==> config.mk <==
export PLATFORM = sky130hd
export DESIGN_NAME = url_percent_codec
export DESIGN_NICKNAME = d
export VERILOG_FILES = /design/src/rtl/upc_pkg.sv /design/src/rtl/url_percent_codec.sv /design/src/rtl/upc_front.sv /design/src/rtl/upc_queue.sv /design/src/rtl/upc_back.sv
export SDC_FILE = /design/constraint.sdc
export NUM_CORES = 1
export LEC_CHECK = 0
export ABC_AREA = 1
export BUFFER_PORTS_ARGS = -buffer_cell sky130_fd_sc_hd__buf_2
export CORE_AREA = 2 2 129 131
export DETAILED_ROUTE_END_ITERATION = 7
export DIE_AREA = 0 0 131 133
export PLACE_DENSITY_LB_ADDON = 0.1
export REMOVE_ABC_BUFFERS = 1
export SLEW_MARGIN = 20
export SYNTH_ARGS = -nofsm -noshare
export SYNTH_HDL_FRONTEND = slang
export SYNTH_SLANG_ARGS = --single-unit
==> constraint.sdc <==
create_clock -name clock -period 4.2 [get_ports clock]
set_input_delay 0.42 -clock clock [delete_from_list [all_inputs] [get_ports clock]]
set_output_delay 0.42 -clock clock [all_outputs]
set_load 0.005 [all_outputs]
==> src/rtl/upc_pkg.sv <==
`timescale 1ns / 1ps
// ---------------------------------------------------------------------------
// upc_pkg
// Types, constants and helper functions shared by the percent codec modules.
// ---------------------------------------------------------------------------
package upc_pkg;

   localparam int DEFAULT_QUEUE_DEPTH = 2;
   localparam int CSR_ADDR_WIDTH      = 2;
   localparam int CSR_DATA_WIDTH      = 32;
   localparam int MAX_BEATS           = 3;

   localparam logic [CSR_ADDR_WIDTH-1:0] CSR_ADDR_MODE = 2'd0;

   localparam logic MODE_ENCODE = 1'b0;
   localparam logic MODE_DECODE = 1'b1;

   localparam logic [7:0] CHAR_PERCENT = 8'h25;
   localparam logic [7:0] CHAR_PLUS    = 8'h2B;
   localparam logic [7:0] CHAR_SPACE   = 8'h20;
   localparam logic [7:0] CHAR_UPPER_A = 8'h41;
   localparam logic [7:0] CHAR_UPPER_Z = 8'h5A;
   localparam logic [7:0] CHAR_LOWER_A = 8'h61;
   localparam logic [7:0] CHAR_LOWER_Z = 8'h7A;
   localparam logic [7:0] CHAR_ZERO    = 8'h30;
   localparam logic [7:0] CHAR_NINE    = 8'h39;
   localparam logic [7:0] HEX_ALPHA    = 8'd10;

   typedef enum logic [2:0] {
      PH_PLAIN  = 3'b001,
      PH_FIRST  = 3'b010,
      PH_SECOND = 3'b100
   } upc_phase_type;

   typedef struct packed {
      logic [MAX_BEATS-1:0][7:0] data;
      logic [1:0]                count;
      logic                      byte_valid;
      logic                      last;
   } upc_entry_type;

   typedef struct packed {
      logic full;
      logic empty;
   } upc_qstat_type;

   function automatic logic [7:0] hex_digit(input logic [3:0] v);
      logic [7:0] w;
      w = {4'd0, v};
      return (v > 4'd9) ? (w - HEX_ALPHA + CHAR_UPPER_A) : (w + CHAR_ZERO);
   endfunction

   function automatic logic [7:0] hex_value(input logic [7:0] c);
      return (c >= CHAR_ZERO && c <= CHAR_NINE) ? (c - CHAR_ZERO)
                                                 : (c - CHAR_UPPER_A + HEX_ALPHA);
   endfunction

   function automatic logic is_alnum(input logic [7:0] c);
      return (c >= CHAR_UPPER_A && c <= CHAR_UPPER_Z) ||
             (c >= CHAR_LOWER_A && c <= CHAR_LOWER_Z) ||
             (c >= CHAR_ZERO && c <= CHAR_NINE);
   endfunction

endpackage

==> src/rtl/url_percent_codec.sv <==
`timescale 1ns / 1ps
// ---------------------------------------------------------------------------
// url_percent_codec
// Streaming URL percent encoder and decoder.
// ---------------------------------------------------------------------------
// Usage: message bytes enter on the req channel (req_in_byte, req_last_byte)
// one beat at a time; result beats leave on the rsp channel, one byte each
// with byte_valid, end_of_run and end_of_message flags. The mode register at
// csr address 0 selects encode (0) or decode (1); write it only while idle.
// A beat is taken when valid is high and stall is low.
// Path: an item taken on the req channel that gives result beats is written
// into the queue and then into the output register that drives rsp_valid.
// Throughput: one input beat per cycle while req_stall is low, for items that
// give one result beat; an encoded escape gives three beats, so the rsp port
// (one beat a cycle while rsp_stall is low) sets the sustained rate. A queue
// of QUEUE_DEPTH items lets the input side keep going meanwhile.
// Reset: synchronous; clears the mode to encode, the codec state, the queue
// pointers and count, and the output valid flag and beat index.
// Stall: while rsp_stall is high the output beat holds; once the queue fills,
// req_stall rises until the back side drains an item.
// ---------------------------------------------------------------------------
module url_percent_codec #(
   parameter int QUEUE_DEPTH = upc_pkg::DEFAULT_QUEUE_DEPTH
) (
   input  logic                                clock,
   input  logic                                reset,
   input  logic                                req_valid,
   output logic                                req_stall,
   input  logic [7:0]                          req_in_byte,
   input  logic                                req_last_byte,
   output logic                                rsp_valid,
   input  logic                                rsp_stall,
   output logic [7:0]                          rsp_out_byte,
   output logic                                rsp_byte_valid,
   output logic                                rsp_end_of_run,
   output logic                                rsp_end_of_message,
   input  logic                                csr_psel,
   input  logic                                csr_penable,
   input  logic                                csr_pwrite,
   input  logic [upc_pkg::CSR_ADDR_WIDTH-1:0]  csr_paddr,
   input  logic [upc_pkg::CSR_DATA_WIDTH-1:0]  csr_pwdata,
   output logic [upc_pkg::CSR_DATA_WIDTH-1:0]  csr_prdata,
   output logic                                csr_pready
);
   import upc_pkg::*;

   logic          mode_ff;
   logic          push, pop;
   upc_entry_type push_entry, head;
   upc_qstat_type qstat;

   assign csr_pready = 1'b1;
   assign csr_prdata = (csr_paddr == CSR_ADDR_MODE) ?
                       {{(CSR_DATA_WIDTH-1){1'b0}}, mode_ff} : '0;

   always_ff @(posedge clock) begin
      if (reset) begin
         mode_ff <= MODE_ENCODE;
      end else if (csr_psel && csr_penable && csr_pwrite && csr_pready &&
                   csr_paddr == CSR_ADDR_MODE) begin
         mode_ff <= csr_pwdata[0];
      end
   end

   upc_front u_front (
      .clock         (clock),
      .reset         (reset),
      .mode          (mode_ff),
      .req_valid     (req_valid),
      .req_in_byte   (req_in_byte),
      .req_last_byte (req_last_byte),
      .qstat         (qstat),
      .req_stall     (req_stall),
      .push          (push),
      .push_entry    (push_entry)
   );

   upc_queue #(
      .DEPTH (QUEUE_DEPTH)
   ) u_queue (
      .clock      (clock),
      .reset      (reset),
      .push       (push),
      .push_entry (push_entry),
      .pop        (pop),
      .head       (head),
      .qstat      (qstat)
   );

   upc_back u_back (
      .clock              (clock),
      .reset              (reset),
      .head               (head),
      .qstat              (qstat),
      .pop                (pop),
      .rsp_stall          (rsp_stall),
      .rsp_valid          (rsp_valid),
      .rsp_out_byte       (rsp_out_byte),
      .rsp_byte_valid     (rsp_byte_valid),
      .rsp_end_of_run     (rsp_end_of_run),
      .rsp_end_of_message (rsp_end_of_message)
   );

`ifndef NO_ASSERTIONS
   a_eom_ends_run: assert property (@(posedge clock) disable iff (reset)
      rsp_valid && rsp_end_of_message |-> rsp_end_of_run)
      else $error("end of message beat without end of run");

   a_bare_marker: assert property (@(posedge clock) disable iff (reset)
      rsp_valid && !rsp_byte_valid |->
         rsp_out_byte == 8'd0 && rsp_end_of_message)
      else $error("bare marker beat is malformed");

   a_reset_empty: assert property (@(posedge clock)
      reset |=> !rsp_valid)
      else $error("output beat present after reset");
`endif

endmodule

==> src/rtl/upc_front.sv <==
`timescale 1ns / 1ps
// ---------------------------------------------------------------------------
// upc_front
// Accepts input beats, classifies each byte and tracks the codec state,
// queueing the bytes each item produces.
// ---------------------------------------------------------------------------
module upc_front (
   input  logic                   clock,
   input  logic                   reset,
   input  logic                   mode,
   input  logic                   req_valid,
   input  logic [7:0]             req_in_byte,
   input  logic                   req_last_byte,
   input  upc_pkg::upc_qstat_type qstat,
   output logic                   req_stall,
   output logic                   push,
   output upc_pkg::upc_entry_type push_entry
);
   import upc_pkg::*;

   upc_phase_type phase_ff, phase_in;
   logic [3:0]    nibble_ff, nibble_in;
   logic          stopped_ff, stopped_in;
   logic          accept;
   logic [7:0]    hv;
   logic [1:0]    count;
   logic [MAX_BEATS-1:0][7:0] data;

   assign req_stall = qstat.full;
   assign accept    = req_valid && !qstat.full;
   assign hv        = hex_value(req_in_byte);

   always_comb begin
      phase_in   = phase_ff;
      nibble_in  = nibble_ff;
      stopped_in = stopped_ff;
      count      = 2'd0;
      data       = '0;
      if (mode == MODE_ENCODE) begin
         if (!stopped_ff) begin
            if (req_in_byte == 8'd0) begin
               stopped_in = 1'b1;
            end else if (is_alnum(req_in_byte)) begin
               count   = 2'd1;
               data[0] = req_in_byte;
            end else begin
               count   = 2'd3;
               data[0] = CHAR_PERCENT;
               data[1] = hex_digit(req_in_byte[7:4]);
               data[2] = hex_digit(req_in_byte[3:0]);
            end
         end
      end else begin
         unique case (phase_ff)
            PH_FIRST: begin
               nibble_in = hv[3:0];
               phase_in  = PH_SECOND;
            end
            PH_SECOND: begin
               count    = 2'd1;
               data[0]  = {nibble_ff, 4'd0} | hv;
               phase_in = PH_PLAIN;
            end
            default: begin
               phase_in = PH_PLAIN;
               if (req_in_byte == CHAR_PERCENT) begin
                  phase_in = PH_FIRST;
               end else if (req_in_byte == CHAR_PLUS) begin
                  count   = 2'd1;
                  data[0] = CHAR_SPACE;
               end else begin
                  count   = 2'd1;
                  data[0] = req_in_byte;
               end
            end
         endcase
      end
      if (req_last_byte) begin
         phase_in   = PH_PLAIN;
         nibble_in  = 4'd0;
         stopped_in = 1'b0;
      end
   end

   always_comb begin
      push_entry.data       = data;
      push_entry.count      = (count == 2'd0) ? 2'd1 : count;
      push_entry.byte_valid = (count != 2'd0);
      push_entry.last       = req_last_byte;
      push                  = accept && ((count != 2'd0) || req_last_byte);
   end

   always_ff @(posedge clock) begin
      if (reset) begin
         phase_ff   <= PH_PLAIN;
         nibble_ff  <= 4'd0;
         stopped_ff <= 1'b0;
      end else if (accept) begin
         phase_ff   <= phase_in;
         nibble_ff  <= nibble_in;
         stopped_ff <= stopped_in;
      end
   end

endmodule

==> src/rtl/upc_queue.sv <==
`timescale 1ns / 1ps
// ---------------------------------------------------------------------------
// upc_queue
// Short queue of classified items between the front and the back.
// ---------------------------------------------------------------------------
module upc_queue #(
   parameter int DEPTH = upc_pkg::DEFAULT_QUEUE_DEPTH
) (
   input  logic                   clock,
   input  logic                   reset,
   input  logic                   push,
   input  upc_pkg::upc_entry_type push_entry,
   input  logic                   pop,
   output upc_pkg::upc_entry_type head,
   output upc_pkg::upc_qstat_type qstat
);
   import upc_pkg::*;

   localparam int PTR_W = (DEPTH > 1) ? $clog2(DEPTH) : 1;
   localparam int CNT_W = $clog2(DEPTH + 1);
   localparam logic [PTR_W-1:0] LAST_PTR = PTR_W'(DEPTH - 1);
   localparam logic [CNT_W-1:0] FULL_CNT = CNT_W'(DEPTH);

   upc_entry_type          slot_ff [DEPTH];
   logic [PTR_W-1:0]       wr_ptr_ff, wr_ptr_in;
   logic [PTR_W-1:0]       rd_ptr_ff, rd_ptr_in;
   logic [CNT_W-1:0]       count_ff, count_in;
   logic                   do_push, do_pop;

   assign qstat.full  = (count_ff == FULL_CNT);
   assign qstat.empty = (count_ff == '0);
   assign do_push     = push && !qstat.full;
   assign do_pop      = pop && !qstat.empty;
   assign head        = slot_ff[rd_ptr_ff];

   always_comb begin
      wr_ptr_in = wr_ptr_ff;
      rd_ptr_in = rd_ptr_ff;
      count_in  = count_ff;
      if (do_push) begin
         wr_ptr_in = (wr_ptr_ff == LAST_PTR) ? '0 : wr_ptr_ff + 1'b1;
      end
      if (do_pop) begin
         rd_ptr_in = (rd_ptr_ff == LAST_PTR) ? '0 : rd_ptr_ff + 1'b1;
      end
      if (do_push && !do_pop) begin
         count_in = count_ff + 1'b1;
      end else if (do_pop && !do_push) begin
         count_in = count_ff - 1'b1;
      end
   end

   always_ff @(posedge clock) begin
      if (reset) begin
         wr_ptr_ff <= '0;
         rd_ptr_ff <= '0;
         count_ff  <= '0;
      end else begin
         wr_ptr_ff <= wr_ptr_in;
         rd_ptr_ff <= rd_ptr_in;
         count_ff  <= count_in;
      end
   end

   always_ff @(posedge clock) begin
      if (do_push) begin
         slot_ff[wr_ptr_ff] <= push_entry;
      end
   end

endmodule

==> src/rtl/upc_back.sv <==
`timescale 1ns / 1ps
// ---------------------------------------------------------------------------
// upc_back
// Walks head item bytes to output register one beat a cycle unless stalled.
// ---------------------------------------------------------------------------
module upc_back (
   input  logic                   clock,
   input  logic                   reset,
   input  upc_pkg::upc_entry_type head,
   input  upc_pkg::upc_qstat_type qstat,
   output logic                   pop,
   input  logic                   rsp_stall,
   output logic                   rsp_valid,
   output logic [7:0]             rsp_out_byte,
   output logic                   rsp_byte_valid,
   output logic                   rsp_end_of_run,
   output logic                   rsp_end_of_message
);
   import upc_pkg::*;

   logic       valid_ff;
   logic [1:0] idx_ff, idx_in;
   logic [7:0] byte_ff;
   logic       bvalid_ff, eor_ff, eom_ff;
   logic       load, final_beat;

   assign load       = !qstat.empty && (!valid_ff || !rsp_stall);
   assign final_beat = (idx_ff == head.count - 2'd1);
   assign pop        = load && final_beat;
   assign idx_in     = final_beat ? 2'd0 : idx_ff + 2'd1;

   always_ff @(posedge clock) begin
      if (reset) begin
         valid_ff <= 1'b0;
         idx_ff   <= 2'd0;
      end else begin
         if (load) begin
            valid_ff <= 1'b1;
            idx_ff   <= idx_in;
         end else if (!rsp_stall) begin
            valid_ff <= 1'b0;
         end
      end
   end

   always_ff @(posedge clock) begin
      if (load) begin
         byte_ff   <= head.data[idx_ff];
         bvalid_ff <= head.byte_valid;
         eor_ff    <= final_beat;
         eom_ff    <= final_beat && head.last;
      end
   end

   assign rsp_valid          = valid_ff;
   assign rsp_out_byte       = byte_ff;
   assign rsp_byte_valid     = bvalid_ff;
   assign rsp_end_of_run     = eor_ff;
   assign rsp_end_of_message = eom_ff;

endmodule

* After elaboration in Yosys (flattened, before gate mapping)
Memory sizes are Yosys's and may differ from the RTL's. A register that Yosys moved wholly into a read port is not among the register bits. Cells that the tools add are included.
Cells by class: equal/unequal tests 8, order comparisons 9, reduce and logical (&&, ||, !) cells 36, $add $sub $neg 15, bitwise gates (word level) 1, muxes and demuxes 44
Operator list (count):
- $mux W8 | 8
- $mux W24 | 2
- $mux W16 | 2
- $mux W2 | 9
- $add A8 B7 Y8 const B | 2
- $bmux W8 S2 | 1
- $eq A8 B6 Y1 const B | 2
- $ge A8 B7 Y1 const B | 2
- $le A8 B7 Y1 const B | 2
- $pmux W8 S2 | 1
- $logic_and A1 B1 Y1 | 15
- $add A4 B6 Y7 const B | 2
- $mux W1 | 14
- $mux W4 | 3
- $sub A4 B4 Y5 const B | 2
- $add A8 B4 Y8 const B | 1
- $ge A8 B6 Y1 const B | 1
- $gt A4 B4 Y1 const B | 2
- $le A8 B6 Y1 const B | 1
- $logic_not A8 Y1 | 1
- $or A8 B8 Y8 | 1
- $reduce_bool A2 Y1 | 4
- $sub A8 B6 Y8 const B | 1
- $sub A8 B7 Y8 const B | 1
- 18 further kinds | 33
Storage, ports and cells: output and inout port bits 46, input bits 50, memories 1, bits in writable memories 56, logic and storage cells 127, bits in registers 27
Memories:
- u_queue.slot_ff | depth 2, width 28, rd ports 1, clocked after memory_dff 1, write ports 1, RTL line upc_queue.sv:24 | upc_entry_type slot_ff [DEPTH];

* Depth between registers and ports, before layout
Gate-level depths: netlist (run 1).
word-level depth 16, depth in mapped cells 16, gate-level depth less buffers 14

* Hierarchy
A second synthesis (run 1) with hierarchy kept.
Unflattened totals: cell total of the unflattened synthesis 540, area, all modules 5197.5 um^2
Modules (own cells, without submodules):
- upc_queue | area an instance 2373.5 um^2, instances 1, cells an instance 124, sequential area each 1781.7 um^2
- upc_front | area an instance 1774.2 um^2, instances 1, cells an instance 289, sequential area each 160.2 um^2
- upc_back | area an instance 729.4 um^2, instances 1, cells an instance 81, sequential area each 390.4 um^2
- url_percent_codec | area an instance 320.3 um^2, instances 1, cells an instance 46, sequential area each 20.0 um^2

* Least setup slack after synthesis (run 1)
Ideal clock, no wire load.
kind input to register, start input req_in_byte[4], end memory u_queue.slot_ff[1][0] (netlist name), enable pin, library setup time 0.411 ns, data arrival time 2.469 ns, path buffers 1, cell stages on the path 10, slack 1.320 ns, path through buf_4 > inv_1 > ha_1 > nand4_1 > nand2_1 > nand2_1 > nand3_2 > nand2_2 > inv_2 > nor2_1
Between the ends: word-level cells in the longest chain between the ends 14, elaborated cells on any way between the ends 25, those cells by class 6 x order compare; 1 x eq/ne; 8 x mux; 10 x reduce/logical
Ends and longest elaborated chain:
- start, declared | RTL line url_percent_codec.sv:29 | input logic [7:0] req_in_byte,
- $ge A8 B7 Y1 (tied with other cells) | RTL line upc_pkg.sv:59 | return (c >= CHAR_UPPER_A && c <= CHAR_UPPER_Z) ||
- $logic_and A1 B1 Y1 (on tied branches) | RTL line upc_pkg.sv:59, upc_pkg.sv:60
- $logic_or A1 B1 Y1 | RTL line upc_pkg.sv:59
- $logic_or A1 B1 Y1 | RTL line upc_pkg.sv:60 | (c >= CHAR_LOWER_A && c <= CHAR_LOWER_Z) ||
- $mux W2 | RTL line upc_front.sv:43 | end else if (is_alnum(req_in_byte)) begin
- $mux W2 | RTL line upc_front.sv:41 | if (req_in_byte == 8'd0) begin
- $mux W2 | RTL line upc_front.sv:40 | if (!stopped_ff) begin
- $mux W2 (*) | RTL line upc_front.sv:39 | if (mode == MODE_ENCODE) begin
- $reduce_bool A2 Y1 (*) | RTL line upc_front.sv:90 | push = accept && ((count != 2'd0) || req_last_byte);
- $logic_or A1 B1 Y1 (*) | RTL line upc_front.sv:90
- $logic_and A1 B1 Y1 (*) | RTL line upc_front.sv:90
- $logic_and A1 B1 Y1 (*) | RTL line upc_queue.sv:32 | assign do_push = push && !qstat.full;
- named net u_queue.do_push | RTL line upc_queue.sv:28 | logic do_push, do_pop;
- $mux W1 (*) | RTL line upc_queue.sv:66 | if (do_push) begin
- $mux W1 (not written as such) (*) | RTL line upc_queue.sv:67 | slot_ff[wr_ptr_ff] <= push_entry;
- end, declared | RTL line upc_queue.sv:24
The timed path passes the listed nets; every way through them passes the cells marked *.

==> results of run 1 <==
worst reg2reg max path, delay by kind of cell, from the launching register on:
family / cells / cell delay [ns]
flip-flops: 1 / 0.30
adder cells (fa/ha/maj): 1 / 0.35
AND/OR/NAND/NOR: 4 / 0.39
XOR/XNOR: 1 / 0.19
AO/OA/AOI/OAI: 5 / 0.63
buffers and inverters: 2 / 0.57
cells in the mapped netlist, types with 2 or more instances:
library cell / count / area [um2]
a21oi_1: 19 / 95.1
a21oi_2: 2 / 17.5
buf_2: 3 / 15.0
buf_4: 33 / 248
buf_6: 6 / 67.6
clkbuf_1: 6 / 22.5
conb_1: 2 / 7.51
dfxtp_1: 17 / 340
edfxtp_1: 63 / 1890
ha_1: 18 / 225
inv_1: 43 / 161
nand2_1: 107 / 402
nand2_2: 6 / 37.5
nand2_4: 2 / 22.5
nand3_1: 20 / 100
nand3_2: 2 / 20.0
nand3b_1: 2 / 15.0
nand4_1: 15 / 93.8
nor2_1: 61 / 229
nor2_2: 10 / 62.6
nor2_4: 2 / 22.5
nor2_8: 2 / 40.0
nor3_1: 7 / 35.0
o211ai_1: 3 / 22.5
o21ai_0: 46 / 230
o21ai_1: 5 / 25.0
o21ai_2: 3 / 26.3
o221ai_1: 2 / 17.5
o22ai_1: 5 / 31.3
xnor2_1: 3 / 26.3
xor2_1: 4 / 35.0
metrics by stage:
stage / total power, mW / setup WS, ns / utilization / hold WS, ns / cell area, um2
2_1_floorplan: 1.75 / 1.33 / - / 0.439 / 4510
3_3_place_gp: 2.08 / 1.25 / 0.307 / 0.456 / 4970
3_5_place_dp: 2.09 / 1.17 / 0.307 / 0.460 / 4970
4_1_cts: 3.04 / 1.51 / 0.330 / 0.343 / 5330
5_1_grt: 3.21 / 1.28 / 0.330 / 0.355 / 5330
6_report: 2.98 / 1.54 / 0.330 / 0.359 / 5330
cell type report:
type | count | area share
Clock inverter | 5 | 0.0242
Sequential cell | 80 | 0.418
Timing Repair Buffer | 35 | 0.0342
Clock buffer | 11 | 0.0436
Tap cell | 220 | 0.0516
Inverter | 46 | 0.0338
Multi-Input combinational cell | 394 | 0.394
logic make-up (layout without fill, tap and decap cells):
logic type / Yosys count / in the layout / share of synthesized area
simple gates: 243 / 243 / 0.243
buf+inv: 94 / 97 / 0.112
compound gates: 90 / 90 / 0.106
flops: 80 / 80 / 0.471
fa+ha+maj: 18 / 18 / 0.0475
xor+xnor: 8 / 8 / 0.0164
other cells: 2 / 34 / 0.00158
mux: 1 / 1 / 0.00237
worst paths after layout:
path	from	endpoint	slack [ns]
hold reg to reg	u_front.nibble_ff[1]$_SDFFE_PP0P_	u_front.nibble_ff[1]$_SDFFE_PP0P_	0.47
setup reg to reg	flip-flop	u_queue.count_ff[1]$_SDFFE_PP0P_	1.66
hold / removal	rsp_stall	u_back.rsp_valid$_SDFFE_PP0P_	0.36
setup / recovery	req_in_byte[1]	u_queue.slot_ff[0][20]$_DFFE_PP_	1.54
flip-flops by register name, indices dropped and copies added, names as in the netlist, named ones only:
register                   cells
u_queue.slot_ff               52
u_back.rsp_out_byte            8
u_back.rsp_end_of_run          1
u_front.nibble_ff              4
u_front.stopped_ff             1
u_front.phase_ff               3
u_back.rsp_end_of_message      1
u_back.rsp_byte_valid          1
u_back.rsp_valid               1
mode_ff                        1
u_queue.wr_ptr_ff              1
u_queue.rd_ptr_ff              1
u_back.idx_ff                  2
u_queue.count_ff               2
report_power, final:
part | internal (mW) | switching [mW]
sequential | 1.12 | 0.0698
combinational | 0.264 | 0.584
clock | 0.642 | 0.297
total | 2.03 | 0.951
metal layers:
layer,GRT usage,up-vias,share of wire
met4,0.0449,0,0.018
li1,-,1803,-
met5,0,-,0
met2,0.218,71,0.46
met3,0.0295,13,0.038
met1,0.199,1640,0.48
==> impl_results.md, run 1 <==
- Status: complete, no violations
- Hold Fails Final Rpt: 0
- Slew at the pin closest to its max-slew limit: 0.604 ns
- Peak supply drop: 0.000220 V
- # setup viols final: 0
- Mapped Area: ~4700 um2
- Grt total ovfl: 0
- Core Area: 16200 um2
- Max_cap viols: 0
- Share of cells above drive strength 1: 0.158
- CTS Hold Bufs: 0
- Clock Tree Buf Depth: 2
- Largest net degree at the start of global routing: 28
- Cts bufs inserted: 9
- Final net count: 634
- Most common cell after layout, fill and taps aside: nand2_1
- Synth async-reset ratio: 0
- Seq. cell area: ~2200 um2
- FMAX: 0.375 GHz
- Worst reg-to-reg path cell count: 13
- Post-synth EDFFs: 63
- Initial DRC Count: 273
- Final WL: about 12000 um
- Root buffer cell: clkbuf_16
- Slew margin rel.: 0.597
- CP Launch Type: input port
- DRT Pass-1 Iters: 4
- CTS tree: built
- Synth Warn #: 0
- Fin cells: between 700 and 800
- Full die area: between 15000 and 20000 um2
- Vias per Instance: 4.46
- Hold Path Class: in2reg
- Worst Setup End Kind: flip-flop
- Delay-heaviest family, CP: simple AND/OR/NAND/NOR gates
- Clock Skews: 0.00529 ns
- Post-route ant nets: 0
- First-pass GRT wire length: 18700 um
- Final min period: 2.66 ns
- Worst setup path class: in2reg
- Clock Latency Late Sink: 0.33 ns
- Area grow syn2layout: 12.5%
- PwrDens: 559 nW/um2
- Most frequent cells in the layout: 107 x nand2_1, 63 x edfxtp_1, 59 x nor2_1
- Critical path cell sequence: buf_2, inv_1, ha_1, nor2_1, nand2_1, nand2_2, nand2_4, nand3_4, nand4_2, nor3_1
- Ant diodes: 0
- Cell variety after synth: 48
- Multi-input logic area: 2100 um2
- Initial Util: 0.293
- Top FF cell, synth: edfxtp_1
- Port Buffer Count: 32
- Number of global-route vias before repair: 3489
- H-tree depth: 3
- Post-CTS sizing: 0
- Pleak: 2.20 nW
- Setup TNS: 0 ns
- Clock tree sinks: 80
- Tcrit/Tclk final: 0.634
- Initial antenna violation count: 0
- Fill cell count: 1728
- Ports: 96
- Vias: 3527
- Die Y-Extent: 133 um
- Slowest-stage cell, CP: nor3_1
- Worst Path Required: 4.30 ns
- Global Route Usage Sum: 0.142
- DRC violations left: 0
- RSZ-0062 raised after global routing: no
- Crit-path max FO: 15
- Clock slew seen by the registers of the worst setup and hold paths: 0.06 ns
- Buffers & Inverters on Critical Path: 2
- Cell count after synthesis: 536
- #FFs+latches synth: 80
- Crit path DAT: 2.76 ns
- Seq/Total Area, Yosys: 0.471
- DIE WIDTH: approximately 130 um
- Rows: 47
- Post-CTS Setup Inserts: 0
- GP Congestion: 0.820
- Routed len/inst: 14.8 um
- Syn Area/Cell: 8.85 um2
- Critical path depth: 10
- Final HPWL DP: 8220 um
- CP max stage delay: approximately 0.46 ns
- Post-Place Cells: 775
- Final Max Slew Viols: 0
- Hold Path Stages: 3
(Power assumes the default switching activity.)
==> run 2, diff against run 1 <==
==> constraint.sdc (replaced) <==
create_clock -name clock -period 2.5 [get_ports clock]
set_input_delay 0.25 -clock clock [delete_from_list [all_inputs] [get_ports clock]]
set_output_delay 0.25 -clock clock [all_outputs]
set_load 0.005 [all_outputs]
==> impl_results.md, run 2 (same netlist as run 1, synthesis figures left out) <==
- Die Y-Extent: 133 um (unchanged)
- Worst Min Path Start: rsp_stall
- Full die area: 17400 um2 (unchanged)
- Final HPWL DP: 8730 um (+6.2%)
- Status: complete, no violations
- Worst Path Required: 2.72 ns (-1.58 ns)
- DRC violations left: 0 (unchanged)
- Slew at the pin closest to its max-slew limit: 0.531 ns (-0.0730 ns)
- CTS tree: built
- Most common cell after layout, fill and taps aside: nand2_1
- Hold Path Stages: 3 (unchanged)
- Multi-input logic area: 2100 um2 (unchanged)
- Most frequent cells in the layout: 107 x nand2_1, 63 x edfxtp_1, 59 x nor2_1
- Worst setup path class: reg2reg
- CP Launch Type: flip-flop
- Initial DRC Count: 203 (-26%)
- Vias: 3633 (+3.0%)
- RSZ-0062 raised after global routing: no
- Crit path DAT: 2.46 ns (-0.30 ns)
- PwrDens: 881 nW/um2 (+58%)
- Initial antenna violation count: 0 (unchanged)
- Global Route Usage Sum: 0.145 (+0.00349)
- Ports: 96 (unchanged)
- Clock Tree Buf Depth: 2 (unchanged)
- Most flops, register: u_queue.slot_ff
- First-pass GRT wire length: 19300 um (+3.4%)
- Seq. cell area: 2230 um2 (about the same)
- Tcrit/Tclk final: 0.896
- H-tree depth: 3 (unchanged)
- Port Buffer Count: 32 (unchanged)
- Final net count: 658 (+3.8%)
- Hold path endpoint: u_back.rsp_valid$_SDFFE_PP0P_
- Post-Place Cells: 799 (+3.1%)
- Area grow syn2layout: 15.3%
- Crit-path max FO: 8 (-7)
- Final min period: 2.24 ns
- Clock Latency Late Sink: 0.34 ns (about the same)
- Number of global-route vias before repair: 3570 (+2.3%)
- Critical R2R Capture: u_queue.count_ff[1]$_SDFFE_PP0P_
- Max_cap viols: 0 (unchanged)
- Worst Setup End Kind: flip-flop
- Worst reg-to-reg path cell count: 12 (-1)
- Final Max Slew Viols: 0 (unchanged)
- Hold Fails Final Rpt: 0 (unchanged)
- Clock tree sinks: 80 (unchanged)
- Setup TNS: 0 ns (unchanged)
- Routed len/inst: 14.5 um (-1.8%)
- Final WL: 11800 um (+1.2%)
- Ant diodes: 0 (unchanged)
- Rows: 47 (unchanged)
- Pleak: 2.29 nW (+4.0%)
- Peak supply drop: 0.000365 V (+66%)
- Initial Util: 0.293 (unchanged)
- # setup viols final: 0 (unchanged)
- Cts bufs inserted: 9 (unchanged)
- Largest net degree at the start of global routing: 27 (-3.6%)
- Hold Path Class: in2reg
- Vias per Instance: 4.46 (about the same)
- Dpl ws: 0.110 ns (-1.06 ns)
- Core Area: 16200 um2 (unchanged)
- Root buffer cell: clkbuf_16
- Post-route ant nets: 0 (unchanged)
- Max reg flops: 52 (unchanged)
- Fill cell count: 1718 (-0.58%)
- GP Congestion: 0.831 (+1.4%)
- Slew margin rel.: 0.646 (+0.0486)
- DIE WIDTH: 131 um (unchanged)
- Clock Skews: 0.0119 ns (+0.00659 ns)
- FMAX: 0.446 GHz
- Share of cells above drive strength 1: 0.193 (+0.0357)
- Reg2reg setup slack: 0.26 ns (-1.40 ns)
- Grt total ovfl: 0 (unchanged)
- Clock slew seen by the registers of the worst setup and hold paths: 0.06 ns (about the same)
- Final WS setup: 0.259 ns (-1.28 ns)
- DRT Pass-1 Iters: 5 (+1)
- Fin cells: 815 (+3.0%)
-- run 2: cell types whose count changed in the layout (fill, tap and decap cells not counted) --
cell        previous run  this run
buf_4                  3        25
clkinvlp_2             0         1
clkinv_4               2         3
bufinv_16              4         1
buf_12                 0         2
dfxtp_2                0         1
dfxtp_1               17        16
clkinv_2               0         1
-- run 2: layer usage --
| layer | share of wire | track usage |
|---|---|---|
| met1 | 0.47 | 0.201 |
| met2 | 0.48 | 0.229 |
| met3 | 0.034 | 0.0291 |
| met4 | 0.015 | 0.0408 |
| met5 | 0 | 0 |
-- run 2: metrics by stage --
step | total power [mW] | area, um2 | hold slack, ns | util
global placement | 3.59 | 5180 | 0.457 | 0.320
global route | 5.19 | 5470 | 0.192 | 0.338
CTS | 4.90 | 5470 | 0.169 | 0.338
finish | 4.82 | 5470 | 0.181 | 0.338
detailed placement | 3.60 | 5180 | 0.463 | 0.320
floorplan | 2.94 | 4510 | 0.319 | -
-- run 2: worst max path at each step --
stage | start | end | depth (start not counted)
final | flip-flop | u_queue.count_ff[1]$_SDFFE_PP0P_ | 12
after global routing | flip-flop | u_queue.count_ff[1]$_SDFFE_PP0P_ | 12
after CTS | flip-flop | u_queue.count_ff[1]$_SDFFE_PP0P_ | 12
after detailed placement | req_in_byte[1] | u_queue.count_ff[1]$_SDFFE_PP0P_ | 15
after global placement | req_in_byte[1] | u_queue.count_ff[1]$_SDFFE_PP0P_ | 15
after floorplan | req_in_byte[1] | u_queue.slot_ff[1][0]$_DFFE_PP_ | 11
-- run 2: power by group --
part,total (mW),internal (mW),leakage (nW),switching (mW)
Sequential,2.01,1.89,0.740,0.119
Combinational,1.53,0.531,1.41,1.00
Clock,1.28,0.773,0.140,0.504
-- run 2: timing repair --
action | in CTS | in global routing
buffers inserted | 0 | 0
hold buffers | 0 | 0
setup endpoints to repair | 0 | 1
gates resized for setup | 0 | 1
-- run 2: worst max-delay path: stages, from the launching register on --
cell	delay [ns]
dfxtp_2	0.44
clkinv_4	0.12
nand2_1	0.07
nand2_1	0.07
xor2_2	0.20
nor2_1	0.07
a21oi_2	0.22
nand2_2	0.12
ha_1	0.33
a21oi_1	0.12
o21ai_0	0.12
o21ai_0	0.17
a21oi_1	0.06
-- run 2: final cells by class --
cell class,instances,share of cell area
inverters,46,0.0329
flip-flops and latches,80,0.408
repair buffers,59,0.0709
clock buffers,11,0.0426
multi-input cells,394,0.384
clock inverters,5,0.0105
well taps,220,0.0503
